<file path="config.mk">
export PLATFORM = sky130hd
export DESIGN_NAME = spreadsheet_unicode_string_parser_core_flat
export DESIGN_NICKNAME = d
export VERILOG_FILES = /design/src/rtl/core/susp_pkg.sv /design/src/rtl/core/susp_ifs.sv /design/src/rtl/core/susp_in_stage.sv /design/src/rtl/core/susp_step.sv /design/src/rtl/core/susp_out_stage.sv /design/src/rtl/core/spreadsheet_unicode_string_parser_core.sv /design/src/flat_wrapper.sv
export SDC_FILE = /design/constraint.sdc
export NUM_CORES = 1
export LEC_CHECK = 0
export BUFFER_PORTS_ARGS = -buffer_cell sky130_fd_sc_hd__buf_2
export CAP_MARGIN = 10
export CORE_MARGIN = 5
export CORE_UTILIZATION = 35
export DETAILED_ROUTE_END_ITERATION = 10
export HOLD_SLACK_MARGIN = 0.03
export PLACE_DENSITY = 0.6
export SKIP_CTS_REPAIR_TIMING = 1
export SYNTH_ARGS = -nofsm -noshare
export SYNTH_HDL_FRONTEND = slang
export SYNTH_SLANG_ARGS = --single-unit
</file>
<file path="constraint.sdc">
create_clock -name clk -period 11.2 [get_ports clk]
set_clock_uncertainty 0.15 [all_clocks]
set_input_delay 1.12 -clock clk [delete_from_list [all_inputs] [get_ports clk]]
set_output_delay 1.12 -clock clk [all_outputs]
set_load 0.01 [all_outputs]
</file>
<file path="src/rtl/core/susp_pkg.sv">
// Shared types and constants for the spreadsheet unicode string parser.
// No dependencies; susp_step, susp_out_stage and the top level in rtl/core refer to this package.
package susp_pkg;

	// Bit positions in the string flag byte
	localparam int unsigned FLAG_WIDE_BIT = 0;
	localparam int unsigned FLAG_EXT_BIT  = 2;
	localparam int unsigned FLAG_RICH_BIT = 3;

	// Each rich run adds four skipped bytes: shift the run count left by two
	localparam int unsigned RUN_SKIP_SHIFT = 2;

	localparam int unsigned CHAR_W  = 16;
	localparam int unsigned SKIP_W  = 33;
	localparam int unsigned FIELD_W = 24;

	typedef enum logic [6:0] {
		PH_IDLE   = 7'b0000001,
		PH_LEN_HI = 7'b0000010,
		PH_FLAGS  = 7'b0000100,
		PH_RUNS   = 7'b0001000,
		PH_EXT    = 7'b0010000,
		PH_CHARS  = 7'b0100000,
		PH_SKIP   = 7'b1000000
	} phase_t;

	typedef struct packed {
		phase_t              phase;
		logic [CHAR_W-1:0]   char_target;
		logic [CHAR_W-1:0]   char_count_read;
		logic                wide_chars;
		logic                ext_present;
		logic [15:0]         rich_run_count;
		logic [SKIP_W-1:0]   skip_left;
		logic [1:0]          field_byte_index;
		logic [FIELD_W-1:0]  partial_field;
	} parse_state_t;

	typedef struct packed {
		logic              valid;
		logic              char_valid;
		logic [CHAR_W-1:0] char_code;
		logic              string_done;
	} result_t;

endpackage

</file>
<file path="src/rtl/core/susp_ifs.sv">
// Request and result channel interfaces for the string parser.
// Depends on: nothing.
interface susp_byte_if;
	logic       valid;
	logic       ready;
	logic [7:0] data_byte;
	logic       record_start;
	logic       len_two_bytes;

	modport source (output valid, data_byte, record_start, len_two_bytes, input ready);
	modport sink (input valid, data_byte, record_start, len_two_bytes, output ready);
endinterface

interface susp_char_if;
	logic        valid;
	logic        ready;
	logic        char_valid;
	logic [15:0] char_code;
	logic        string_done;

	modport source (output valid, char_valid, char_code, string_done, input ready);
	modport sink (input valid, char_valid, char_code, string_done, output ready);
endinterface

</file>
<file path="src/rtl/core/susp_in_stage.sv">
// Input register stage: holds one accepted byte request until the step logic takes it.
// Depends on: susp_ifs.sv (susp_byte_if).
module susp_in_stage (
	input  logic          clk,
	input  logic          arst_n,
	susp_byte_if.sink     byte_req,
	input  logic          out_free,
	output logic          valid_s1,
	output logic [7:0]    data_byte_s1,
	output logic          record_start_s1,
	output logic          len_two_bytes_s1
);

	logic accept;

	// take a new request when empty or when the held one advances this cycle
	assign byte_req.ready = !valid_s1 || out_free;
	assign accept         = byte_req.valid && byte_req.ready;

	always_ff @(posedge clk or negedge arst_n) begin
		if (!arst_n) begin
			valid_s1 <= 1'b0;
		end else if (accept) begin
			valid_s1 <= 1'b1;
		end else if (out_free) begin
			valid_s1 <= 1'b0;
		end
	end

	always_ff @(posedge clk) begin
		if (accept) begin
			data_byte_s1     <= byte_req.data_byte;
			record_start_s1  <= byte_req.record_start;
			len_two_bytes_s1 <= byte_req.len_two_bytes;
		end
	end

endmodule

</file>
<file path="src/rtl/core/susp_step.sv">
// Parser step: the phase register, counters and field assembly, plus the
// combinational update for one byte. Depends on: susp_pkg.
module susp_step (
	input  logic              clk,
	input  logic              arst_n,
	input  logic              fire,
	input  logic              byte_order,
	input  logic [7:0]        data_byte,
	input  logic              record_start,
	input  logic              len_two_bytes,
	output susp_pkg::result_t res
);

	susp_pkg::parse_state_t st_q;
	susp_pkg::parse_state_t nx;

	logic [23:0]                   collected;
	logic [15:0]                   fin2;
	logic [31:0]                   fin4;
	logic [31:0]                   le_shift;
	logic                          go_body;
	logic [31:0]                   ext_val;
	logic [15:0]                   runs_val;
	logic [susp_pkg::SKIP_W-1:0]   skip_sum;
	logic [susp_pkg::SKIP_W-1:0]   skip_dec;
	logic [susp_pkg::CHAR_W-1:0]   cnt_inc;
	logic [susp_pkg::CHAR_W-1:0]   code;

	// field assembly in either byte order
	assign le_shift  = {24'd0, data_byte} << {st_q.field_byte_index, 3'b000};
	assign collected = byte_order ? {st_q.partial_field[15:0], data_byte}
	                              : (st_q.partial_field | le_shift[23:0]);
	assign fin2      = byte_order ? {st_q.partial_field[7:0], data_byte}
	                              : ({data_byte, 8'd0} | st_q.partial_field[15:0]);
	assign fin4      = byte_order ? {st_q.partial_field, data_byte}
	                              : ({data_byte, 24'd0} | {8'd0, st_q.partial_field});

	assign skip_sum = {1'b0, ext_val}
		+ {15'd0, runs_val, {susp_pkg::RUN_SKIP_SHIFT{1'b0}}};
	assign skip_dec = st_q.skip_left - {32'd0, (st_q.skip_left != '0)};
	assign cnt_inc  = st_q.char_count_read + 16'd1;

	always_comb begin
		nx       = st_q;
		res      = '0;
		go_body  = 1'b0;
		ext_val  = '0;
		runs_val = st_q.rich_run_count;
		code     = {8'd0, data_byte};
		case (st_q.phase)
			susp_pkg::PH_LEN_HI: begin
				nx.char_target      = fin2;
				nx.field_byte_index = '0;
				nx.partial_field    = '0;
				nx.phase            = susp_pkg::PH_FLAGS;
			end
			susp_pkg::PH_FLAGS: begin
				nx.wide_chars       = data_byte[susp_pkg::FLAG_WIDE_BIT];
				nx.ext_present      = data_byte[susp_pkg::FLAG_EXT_BIT];
				nx.field_byte_index = '0;
				nx.partial_field    = '0;
				if (data_byte[susp_pkg::FLAG_RICH_BIT]) begin
					nx.phase = susp_pkg::PH_RUNS;
				end else if (data_byte[susp_pkg::FLAG_EXT_BIT]) begin
					nx.phase = susp_pkg::PH_EXT;
				end else begin
					go_body = 1'b1;
				end
			end
			susp_pkg::PH_RUNS: begin
				if (st_q.field_byte_index == 2'd0) begin
					nx.partial_field    = collected;
					nx.field_byte_index = st_q.field_byte_index + 2'd1;
				end else begin
					nx.rich_run_count   = fin2;
					runs_val            = fin2;
					nx.field_byte_index = '0;
					nx.partial_field    = '0;
					if (st_q.ext_present) begin
						nx.phase = susp_pkg::PH_EXT;
					end else begin
						go_body = 1'b1;
					end
				end
			end
			susp_pkg::PH_EXT: begin
				if (st_q.field_byte_index != 2'd3) begin
					nx.partial_field    = collected;
					nx.field_byte_index = st_q.field_byte_index + 2'd1;
				end else begin
					ext_val = fin4;
					go_body = 1'b1;
				end
			end
			susp_pkg::PH_CHARS: begin
				if (record_start) begin
					// option byte of a continuation record: reload width, drop a half character
					nx.wide_chars       = data_byte[susp_pkg::FLAG_WIDE_BIT];
					nx.field_byte_index = '0;
					nx.partial_field    = '0;
				end else if (st_q.wide_chars && st_q.field_byte_index == 2'd0) begin
					nx.partial_field    = collected;
					nx.field_byte_index = st_q.field_byte_index + 2'd1;
				end else begin
					if (st_q.wide_chars) begin
						code = fin2;
					end
					nx.field_byte_index = '0;
					nx.partial_field    = '0;
					nx.char_count_read  = cnt_inc;
					res.valid           = 1'b1;
					res.char_valid      = 1'b1;
					res.char_code       = code;
					if (cnt_inc == st_q.char_target) begin
						if (st_q.skip_left != '0) begin
							nx.phase = susp_pkg::PH_SKIP;
						end else begin
							nx.phase        = susp_pkg::PH_IDLE;
							res.string_done = 1'b1;
						end
					end
				end
			end
			susp_pkg::PH_SKIP: begin
				nx.skip_left = skip_dec;
				if (skip_dec == '0) begin
					nx.phase        = susp_pkg::PH_IDLE;
					res.valid       = 1'b1;
					res.string_done = 1'b1;
				end
			end
			default: begin
				// idle: this byte opens a new string header
				nx.char_count_read  = '0;
				nx.wide_chars       = 1'b0;
				nx.ext_present      = 1'b0;
				nx.rich_run_count   = '0;
				nx.skip_left        = '0;
				nx.field_byte_index = '0;
				nx.partial_field    = '0;
				if (len_two_bytes) begin
					nx.char_target      = '0;
					nx.partial_field    = {16'd0, data_byte};
					nx.field_byte_index = 2'd1;
					nx.phase            = susp_pkg::PH_LEN_HI;
				end else begin
					nx.char_target = {8'd0, data_byte};
					nx.phase       = susp_pkg::PH_FLAGS;
				end
			end
		endcase

		if (go_body) begin
			nx.skip_left        = skip_sum;
			nx.field_byte_index = '0;
			nx.partial_field    = '0;
			if (st_q.char_target != '0) begin
				nx.phase = susp_pkg::PH_CHARS;
			end else if (skip_sum != '0) begin
				nx.phase = susp_pkg::PH_SKIP;
			end else begin
				nx.phase        = susp_pkg::PH_IDLE;
				res.valid       = 1'b1;
				res.string_done = 1'b1;
			end
		end
	end

	always_ff @(posedge clk or negedge arst_n) begin
		if (!arst_n) begin
			// phase is the leading field: idle, everything else cleared
			st_q <= {susp_pkg::PH_IDLE,
				{($bits(susp_pkg::parse_state_t) - $bits(susp_pkg::phase_t)){1'b0}}};
		end else if (fire) begin
			st_q <= nx;
		end
	end

endmodule

</file>
<file path="src/rtl/core/susp_out_stage.sv">
// Result register: holds one result until the consumer takes it.
// Depends on: susp_pkg, susp_ifs.sv (susp_char_if).
module susp_out_stage (
	input  logic              clk,
	input  logic              arst_n,
	input  logic              fire,
	input  susp_pkg::result_t res,
	susp_char_if.source       char_res,
	output logic              out_free
);

	logic        out_valid_q;
	logic        char_valid_q;
	logic [15:0] char_code_q;
	logic        string_done_q;

	assign out_free = !out_valid_q || char_res.ready;

	always_ff @(posedge clk or negedge arst_n) begin
		if (!arst_n) begin
			out_valid_q <= 1'b0;
		end else if (fire && res.valid) begin
			out_valid_q <= 1'b1;
		end else if (char_res.ready) begin
			out_valid_q <= 1'b0;
		end
	end

	always_ff @(posedge clk) begin
		if (fire && res.valid) begin
			char_valid_q  <= res.char_valid;
			char_code_q   <= res.char_code;
			string_done_q <= res.string_done;
		end
	end

	assign char_res.valid       = out_valid_q;
	assign char_res.char_valid  = char_valid_q;
	assign char_res.char_code   = char_code_q;
	assign char_res.string_done = string_done_q;

endmodule

</file>
<file path="src/rtl/core/spreadsheet_unicode_string_parser_core.sv">
// Top level of the spreadsheet unicode string parser.
// Depends on: susp_pkg, susp_ifs.sv, susp_in_stage, susp_step, susp_out_stage.
//
// Byte-serial parser for rich/extended unicode strings in spreadsheet record
// streams. Each request on byte_req carries one payload byte; a byte taken while
// the parser is idle opens a string header (one- or two-byte character count
// chosen by len_two_bytes, then a flag byte). Characters come out on char_res,
// 8-bit ones zero extended; extension and rich-run bytes are skipped, and the
// last result of every string has string_done set (a result with char_valid low
// marks the end of a string that finishes without a character on that byte).
// A request with record_start set while characters remain is taken as a
// continuation option byte and reloads the character width. The block takes
// one request per clock while the result register can advance: a request is
// registered in the input register on acceptance, then decoded by the step
// logic, which loads the result register that drives char_res. The one-entry
// result register is the only place that can stall: a new request is
// accepted whenever the input register is empty or its byte can advance,
// which is every cycle the consumer keeps ready high. byte_order (cfg_wdata,
// written with cfg_we) picks little (0) or big (1) endian for all multi-byte
// fields; write it only while the parser is idle.
module spreadsheet_unicode_string_parser_core (
	input  logic        clk,
	input  logic        arst_n,
	susp_byte_if.sink   byte_req,
	susp_char_if.source char_res,
	input  logic        cfg_we,
	input  logic        cfg_wdata
);

	logic              byte_order_q;
	logic              valid_s1;
	logic [7:0]        data_byte_s1;
	logic              record_start_s1;
	logic              len_two_bytes_s1;
	logic              out_free;
	logic              step_fire;
	susp_pkg::result_t step_res;

	// configuration: single byte order bit
	always_ff @(posedge clk or negedge arst_n) begin
		if (!arst_n) begin
			byte_order_q <= 1'b0;
		end else if (cfg_we) begin
			byte_order_q <= cfg_wdata;
		end
	end

	// hold the accepted request
	susp_in_stage u_in (
		.clk              (clk),
		.arst_n           (arst_n),
		.byte_req         (byte_req),
		.out_free         (out_free),
		.valid_s1         (valid_s1),
		.data_byte_s1     (data_byte_s1),
		.record_start_s1  (record_start_s1),
		.len_two_bytes_s1 (len_two_bytes_s1)
	);

	// advance the parser only when a possible result has somewhere to go
	assign step_fire = valid_s1 && out_free;

	susp_step u_step (
		.clk           (clk),
		.arst_n        (arst_n),
		.fire          (step_fire),
		.byte_order    (byte_order_q),
		.data_byte     (data_byte_s1),
		.record_start  (record_start_s1),
		.len_two_bytes (len_two_bytes_s1),
		.res           (step_res)
	);

	// drive the result channel from its own register
	susp_out_stage u_out (
		.clk      (clk),
		.arst_n   (arst_n),
		.fire     (step_fire),
		.res      (step_res),
		.char_res (char_res),
		.out_free (out_free)
	);

endmodule

</file>
<file path="src/flat_wrapper.sv">
// flat-port wrapper written by rule: the top's interface ports become plain ports
module spreadsheet_unicode_string_parser_core_flat 
  (clk, arst_n, cfg_we, cfg_wdata, byte_req_valid, byte_req_data_byte, byte_req_record_start, byte_req_len_two_bytes, byte_req_ready, char_res_valid, char_res_char_valid, char_res_char_code, char_res_string_done, char_res_ready);
  susp_byte_if byte_req_i ();
  susp_char_if char_res_i ();
  input  logic clk;
  input  logic arst_n;
  input  logic cfg_we;
  input  logic cfg_wdata;
  input wire logic [$bits(byte_req_i.valid)-1:0] byte_req_valid;
  input wire logic [$bits(byte_req_i.data_byte)-1:0] byte_req_data_byte;
  input wire logic [$bits(byte_req_i.record_start)-1:0] byte_req_record_start;
  input wire logic [$bits(byte_req_i.len_two_bytes)-1:0] byte_req_len_two_bytes;
  output wire logic [$bits(byte_req_i.ready)-1:0] byte_req_ready;
  output wire logic [$bits(char_res_i.valid)-1:0] char_res_valid;
  output wire logic [$bits(char_res_i.char_valid)-1:0] char_res_char_valid;
  output wire logic [$bits(char_res_i.char_code)-1:0] char_res_char_code;
  output wire logic [$bits(char_res_i.string_done)-1:0] char_res_string_done;
  input wire logic [$bits(char_res_i.ready)-1:0] char_res_ready;
  assign byte_req_i.valid = byte_req_valid;
  assign byte_req_i.data_byte = byte_req_data_byte;
  assign byte_req_i.record_start = byte_req_record_start;
  assign byte_req_i.len_two_bytes = byte_req_len_two_bytes;
  assign byte_req_ready = byte_req_i.ready;
  assign char_res_valid = char_res_i.valid;
  assign char_res_char_valid = char_res_i.char_valid;
  assign char_res_char_code = char_res_i.char_code;
  assign char_res_string_done = char_res_i.string_done;
  assign char_res_i.ready = char_res_ready;
  spreadsheet_unicode_string_parser_core u_core (.clk(clk), .arst_n(arst_n), .byte_req(byte_req_i), .char_res(char_res_i), .cfg_we(cfg_we), .cfg_wdata(cfg_wdata));
endmodule
</file>
* Word level (Yosys, flattened, before mapping)
Cells that the tools add are included.
** Cells by class
- Add/subtract/negate cells :: 4
- Equal/unequal tests :: 22
- Bitwise logic cells :: 10
- Reduce and logical (&&, ||, !) cells :: 33
- Multiply operators :: 0
- Shifts and indexed selects :: 1
- $lt $le $gt $ge :: 0
- Div/mod/pow operators :: 0
- Multiplexer cells :: 61
** Operators by type and width (count)
- case mux 26 bit (5 select lines) :: 1
- two-way mux 26 bit :: 4
- two-way mux 16 bit :: 6
- two-way mux 32 bit :: 3
- case mux 16 bit (2 select lines) :: 3
- two-way mux 7 bit :: 12
- case mux 33 bit (2 select lines) :: 1
- nonzero test 33 bit :: 2
- two-way mux 59 bit :: 1
- two-way mux 19 bit :: 3
- case mux 7 bit (6 select lines) :: 1
- adder 32 x 18 -> 33 bit :: 1
- zero test 33 bit :: 1
- subtractor 33 x 1 -> 33 bit :: 1
- bitwise OR 32 x 24 -> 32 bit :: 1
- two-way mux 25 bit :: 1
- OR reduction 5 bit :: 5
- two-way mux 24 bit :: 1
- bitwise OR 24 bit :: 1
- << shifter 8 x 5 -> 24 bit :: 1
- inequality test 3 bit (second input constant) :: 7
- two-way mux 1 bit :: 19
- adder 16 x 1 -> 16 bit (second input constant) :: 1
- equality test 16 bit :: 1
- other kinds (27) :: 53
** Storage, ports and cells
- Bits of input ports :: 16
- Memory bits (writable) :: 0
- Logic and storage cells :: 150
- Memory bits (read-only) :: 0
- Memories kept :: 0
- Output and inout bits :: 20
- Latch bits :: 0
- Bits in registers :: 147

* Depth between registers and ports, before layout
- Word-level depth :: 11
- Depth in mapped cells :: 21
- Mapped depth without buffers :: 18

* Cells and area by module
A second synthesis with hierarchy kept.
** Second synthesis, totals
- Cells, all modules :: 1295
- Area, all modules :: 10551.4 µm²
** Modules (own cells, without submodules)
- susp_step :: sequential area each 2904.0 µm², times used 1, cells an instance 1255, area each 9557.9 µm²
- susp_out_stage :: sequential area each 565.5 µm², times used 1, cells an instance 23, area each 593.1 µm²
- susp_in_stage :: sequential area each 325.3 µm², times used 1, cells an instance 14, area each 354.1 µm²
- spreadsheet_unicode_string_parser_core :: sequential area each 25.0 µm², times used 1, cells an instance 3, area each 46.3 µm²

* Worst setup path after synthesis
OpenSTA, ideal clock, no wires.
- Kind :: register to register
- Start point :: register u_core.byte_order_q
- End point :: register u_core.u_out.char_code_q[0], in the netlist u_core.u_out.char_res.char_code[0] (enable)
- Arrival time :: 5.209 ns
- Buffers on the path :: 6
- Required time :: 10.673 ns
- Setup slack :: 5.464 ns
- Stages on the path, launching flop included :: 20
- Library setup time :: 0.377 ns
- Clock period less this slack :: 5.736 ns
- Cell sequence :: dfrtp_1 > buf_2 > buf_4 > buf_2 > buf_1 > clkbuf_1 > nand2_1 > o21a_1 > o21ai_0 > ha_1 > buf_2 > a211o_1 > a211oi_1 > o21bai_1 > nor3_2 > mux2_1 > a211o_1 > a2111o_1 > nor4_2 > o31a_1
** Between the ends
- Cells in the longest elaborated chain, start to end :: 9
- Elaborated cells on any way between the ends :: 12
- Those cells by class :: 1 x add/sub; 9 x mux; 2 x reduce/logical
** Ends and longest elaborated chain
- from (decl) :: RTL line spreadsheet_unicode_string_parser_core.sv:30 : logic byte_order_q;
- from (signal assigned) :: RTL line spreadsheet_unicode_string_parser_core.sv:44 : byte_order_q <= cfg_wdata;
- two-way mux 32 bit / two-way mux 16 bit (equally long branches) :: RTL line susp_step.sv:35, susp_step.sv:33
- two-way mux 32 bit / two-way mux 16 bit (equally long branches)
- two-way mux 32 bit / two-way mux 16 bit (equally long branches) :: RTL line susp_step.sv:50 : case (st_q.phase)
- adder 32 x 18 -> 33 bit (*) :: RTL line susp_step.sv:39 : + {15'd0, runs_val, {susp_pkg::RUN_SKIP_SHIFT{1'b0}}};
- nonzero test 33 bit (*) :: RTL line susp_step.sv:159 : end else if (skip_sum != '0) begin
- two-way mux 1 bit (*) :: RTL line susp_step.sv:159
- two-way mux 1 bit (*) :: RTL line susp_step.sv:157 : if (st_q.char_target != '0) begin
- two-way mux 1 bit (*) :: RTL line susp_step.sv:153 : if (go_body) begin
- logical AND 1 bit (*) :: RTL line susp_out_stage.sv:30 : if (fire && res.valid) begin
- to (signal assigned) :: RTL line susp_out_stage.sv:32 : char_code_q <= res.char_code;
- to (decl) :: RTL line susp_out_stage.sv:14 : logic [15:0] char_code_q;
Every way passes the cells marked *; elsewhere a longest branch is shown, timed or not.
A chain may end at the register's enable or synchronous reset.

* Final worst setup path
- Start point :: register u_core.u_step.st_q[114] in the netlist's numbering
- End point :: register u_core.u_out.char_code_q[0], in the netlist u_core.u_out.char_res.char_code[0] (enable)
** Between the ends
- Cells in the longest elaborated chain, start to end :: 8
- Elaborated cells on any way between the ends :: 15
- Those cells by class :: 1 x add/sub; 5 x eq/ne; 7 x mux; 2 x reduce/logical
** Ends and longest elaborated chain
- from (decl) :: RTL line susp_step.sv:14 : susp_pkg::parse_state_t st_q;
- from (signal assigned) :: RTL line susp_step.sv:172 : st_q <= {susp_pkg::PH_IDLE,
- from (signal assigned) :: RTL line susp_step.sv:175 : st_q <= nx;
- equality test 7 x 5 -> 1 bit / equality test 7 x 4 -> 1 bit (equally long branches) :: RTL line susp_step.sv:50
- two-way mux 32 bit / two-way mux 16 bit (equally long branches) :: RTL line susp_step.sv:50
- adder 32 x 18 -> 33 bit :: RTL line susp_step.sv:39
- nonzero test 33 bit :: RTL line susp_step.sv:159
- two-way mux 1 bit :: RTL line susp_step.sv:159
- two-way mux 1 bit :: RTL line susp_step.sv:157
- two-way mux 1 bit (*) :: RTL line susp_step.sv:153
- logical AND 1 bit (*) :: RTL line susp_out_stage.sv:30
Marked as above.

==> flow_summary.toml <==
[power_and_ir_drop]
power_mw = 3.13
leakagePower_nw = 4.65
irDropWorstVdd_mv = 0.181
p_per_area_nw_per_um2 = 270

[route]
num_vias = 9901
wl_per_cell_um = 19.5
avgViaCountPerCell = 5.94
ant_nets = 0
dr.pass1.iters = 6
drt-initial-drc-count = 1176
wl_um = 32500
post-route-drc-count = 0

[logic_synthesis]
syn_nets = 1307
synth-seq-cells = 147
synthTopCellsByArea = "dfrtp_1 (28%), edfxtp_1 (8.0%), o21ai_0 (7.0%), nand2_1 (5.4%), nor2_1 (4.5%)"
yosysUniqueCellTypes = 88
synth_xor_area_frac = 0.0484
synth_cells = 1268
synth_top_area_frac = 0.282
synth.avg_cell_area_um2 = 8.27
syn_area_um2 = 10500
muxShareOfSynthArea = 0.0254
ys_seq_area_frac = 0.364
synth_top_family_by_area = "simple AND/OR/NAND/NOR gates"
ys_warn_count = 0
synth_ff_type = "dfrtp_1"
synth_edf_count = 28
synthArstFlopShare = 0.810
synth-adder-area-share = 0.0282
synth_compound_area_frac = 0.248
synthSimpleGateAreaFrac = 0.251
post-synth-top-area-cell = "dfrtp_1"

[critical_path]
r2r_slack_ns = 4.40
cpPeakStageDelay_ns = 0.84
ff2ff_path_depth = 15
cp_max_fo = 31
worstSetupEndpoint = "u_core.u_out.char_res.char_code[0]"
critPathLaunch = "u_core.u_step.st_q[114]"
cp-start-kind = "flop"
critPathSlowestCell = "o31a_1"
required_ns = 11.11
crit_chain = "nor3_2 -> and4b_1 -> nand2b_1 -> nand2_1 -> o21ai_0 -> ha_1 -> a211o_1 -> a211oi_1 -> o21bai_1 -> nor3_2 -> mux2_1 -> a211o_1 -> a2111o_1 -> nor4_2 -> o31a_1"
cp.arrival_ns = 6.71
path_class = "reg -> reg"
reg2reg_to = "u_core.u_out.char_res.char_code[0]"
r2r-start = "u_core.u_step.st_q[114]"
cp-end-kind = "flop"

[clock_network]
cts.htree.levels = 4
clk_pin_slew_ns = 0.07
cts_tree = "built"
cts.sinks = 147
clkLatencyLatePin_ns = 0.45
cts-root-buf = "clkbuf_16"
cts_buffer_depth = 2
numCtsBuffers = 17

[cells_and_area]
nets = 1303
mostFrequentLayoutCells = "nand2_1 (151), o21ai_0 (147), nor2_1 (127)"
final_common_cell = "nand2_1"
areaGrowthSynthToFinish_pct = 10.2
final_core_util = 0.390
fin_area_um2 = 11600
drive_gt1_frac = 0.0948
n_fill_cell = 3099
seq_area_um2 = 3820
final_cells = 1667
n_antenna_cell = 0
multi_input_area_um2 = 6310

[timing]
fin_tns_setup_ns = 0
relSlewSlack = 0.244
rsz0062_at_grt = "no"
worst_pin_slew_ns = 1.13
hold_viol_final = 0
whs_ns = 0.336
finalSetupViolations = 0
period_needed_ns = 6.80
fin_crit_sh = 0.607
clock.fmax_ghz = 0.147
setup_ws_ns = 4.40
slew_viol_final = 0

[die]
fp-row-count = 63
die_h_um = 183
die_area_um2 = 33500
io_pins = 36
die_x_um = 183
start_util = 0.354
coreArea_um2 = 29600

[run_status]
outcome = "finished clean"

[place]
place_area_um2 = 11000
dpl.hpwl_um = 23700
placed_cells = 1635
place_congestion = 0.912
dp_slack_ns = 4.45
port_buffers = 35

[global_route]
grt_first_pass_wirelength_um = 51800
grt.overflow.total = 0
grt_max_degree = 77
grtUsageTotal = 0.193
grt_antenna_before_repair = 0
first_global_vias = 9095

[flow_run]
drv_cap = 0

[worst_hold_path]
hp-class = "reg -> reg"
flip-flops by register name, summed over array words and instances, names as in the netlist:
name and count:
u_core.u_out.char_res.string_done 1, u_core.u_out.char_res.char_valid 1, u_core.u_in.data_byte_s1 8, u_core.byte_order_q 1
u_core.u_out.char_res.char_code 16, u_core.u_in.len_two_bytes_s1 1, u_core.u_step.st_q 116, u_core.u_in.record_start_s1 1
u_core.u_out.char_res.valid 1, u_core.u_in.valid_s1 1
cell usage after synthesis, types with 6 or more instances:
cell type,instances
a21oi_1,85
nor2b_1,8
a22o_1,23
clkbuf_1,59
o21ai_0,147
o22ai_1,7
nand2_1,151
nor2_1,127
ha_1,22
a31oi_1,13
nor3_2,6
nor4_1,20
a211oi_1,16
mux2i_1,21
nand3_1,38
xnor2_1,37
and4_1,6
xor2_1,21
and3_1,11
nand4_1,23
buf_2,8
dfrtp_1,118
o21a_1,14
nand3b_1,8
o21ai_1,20
edfxtp_1,28
nand2b_1,22
nor3_1,26
inv_1,18
a21o_1,12
or3_1,11
o31ai_1,23
power by group:
group,switching [mW],internal [mW],leakage [nW]
Sequential,0.146,0.635,1.85
Combinational,1.16,0.608,2.51
Clock,0.276,0.299,0.288
worst min path at each step:
stage                                start                     end  slack, ns  cells past startpoint
CTS                 u_core.u_step.st_q[62]  u_core.u_step.st_q[62]       0.34                      2
detailed placement  u_core.u_step.st_q[62]  u_core.u_step.st_q[62]       0.33                      2
floorplan           u_core.u_step.st_q[75]  u_core.u_step.st_q[75]       0.30                      2
global route        u_core.u_step.st_q[63]  u_core.u_step.st_q[63]       0.38                      2
global placement    u_core.u_step.st_q[63]  u_core.u_step.st_q[63]       0.32                      2
finish              u_core.u_step.st_q[62]  u_core.u_step.st_q[62]       0.34                      2
logic make-up (layout without fill, tap and decap cells):
| group | count (synthesis) | in the layout |
|---|---|---|
| compound gates | 416 | 416 |
| buf+inv | 90 | 99 |
| xor+xnor | 58 | 58 |
| fa+ha+maj | 23 | 23 |
| mux | 26 | 26 |
| flops | 147 | 147 |
| simple gates | 508 | 508 |
final cells by class:
cell class / count / share of cell area
inverters: 18 / 0.00584
well taps: 390 / 0.0422
clock buffers: 17 / 0.0368
clock inverters: 15 / 0.0144
multi-input cells: 1031 / 0.546
repair buffers: 49 / 0.0245
flip-flops and latches: 147 / 0.331
per-layer routing:
metal,track usage,part of all wire,vias up
li1,-,-,4708
met1,0.276,0.46,4764
met2,0.301,0.46,371
met3,0.0355,0.062,58
met4,0.0507,0.020,0
met5,0,0,-
worst max-delay path: cells and delay by family (launching register included):
kind | cells | cell delay [ns]
multiplexers | 1 | 0.41
AND/OR/NAND/NOR | 6 | 2.60
adder cells (fa/ha/maj) | 1 | 0.45
AO/OA/AOI/OAI | 7 | 2.29
flip-flops | 1 | 0.47
(Power assumes the default switching activity.)
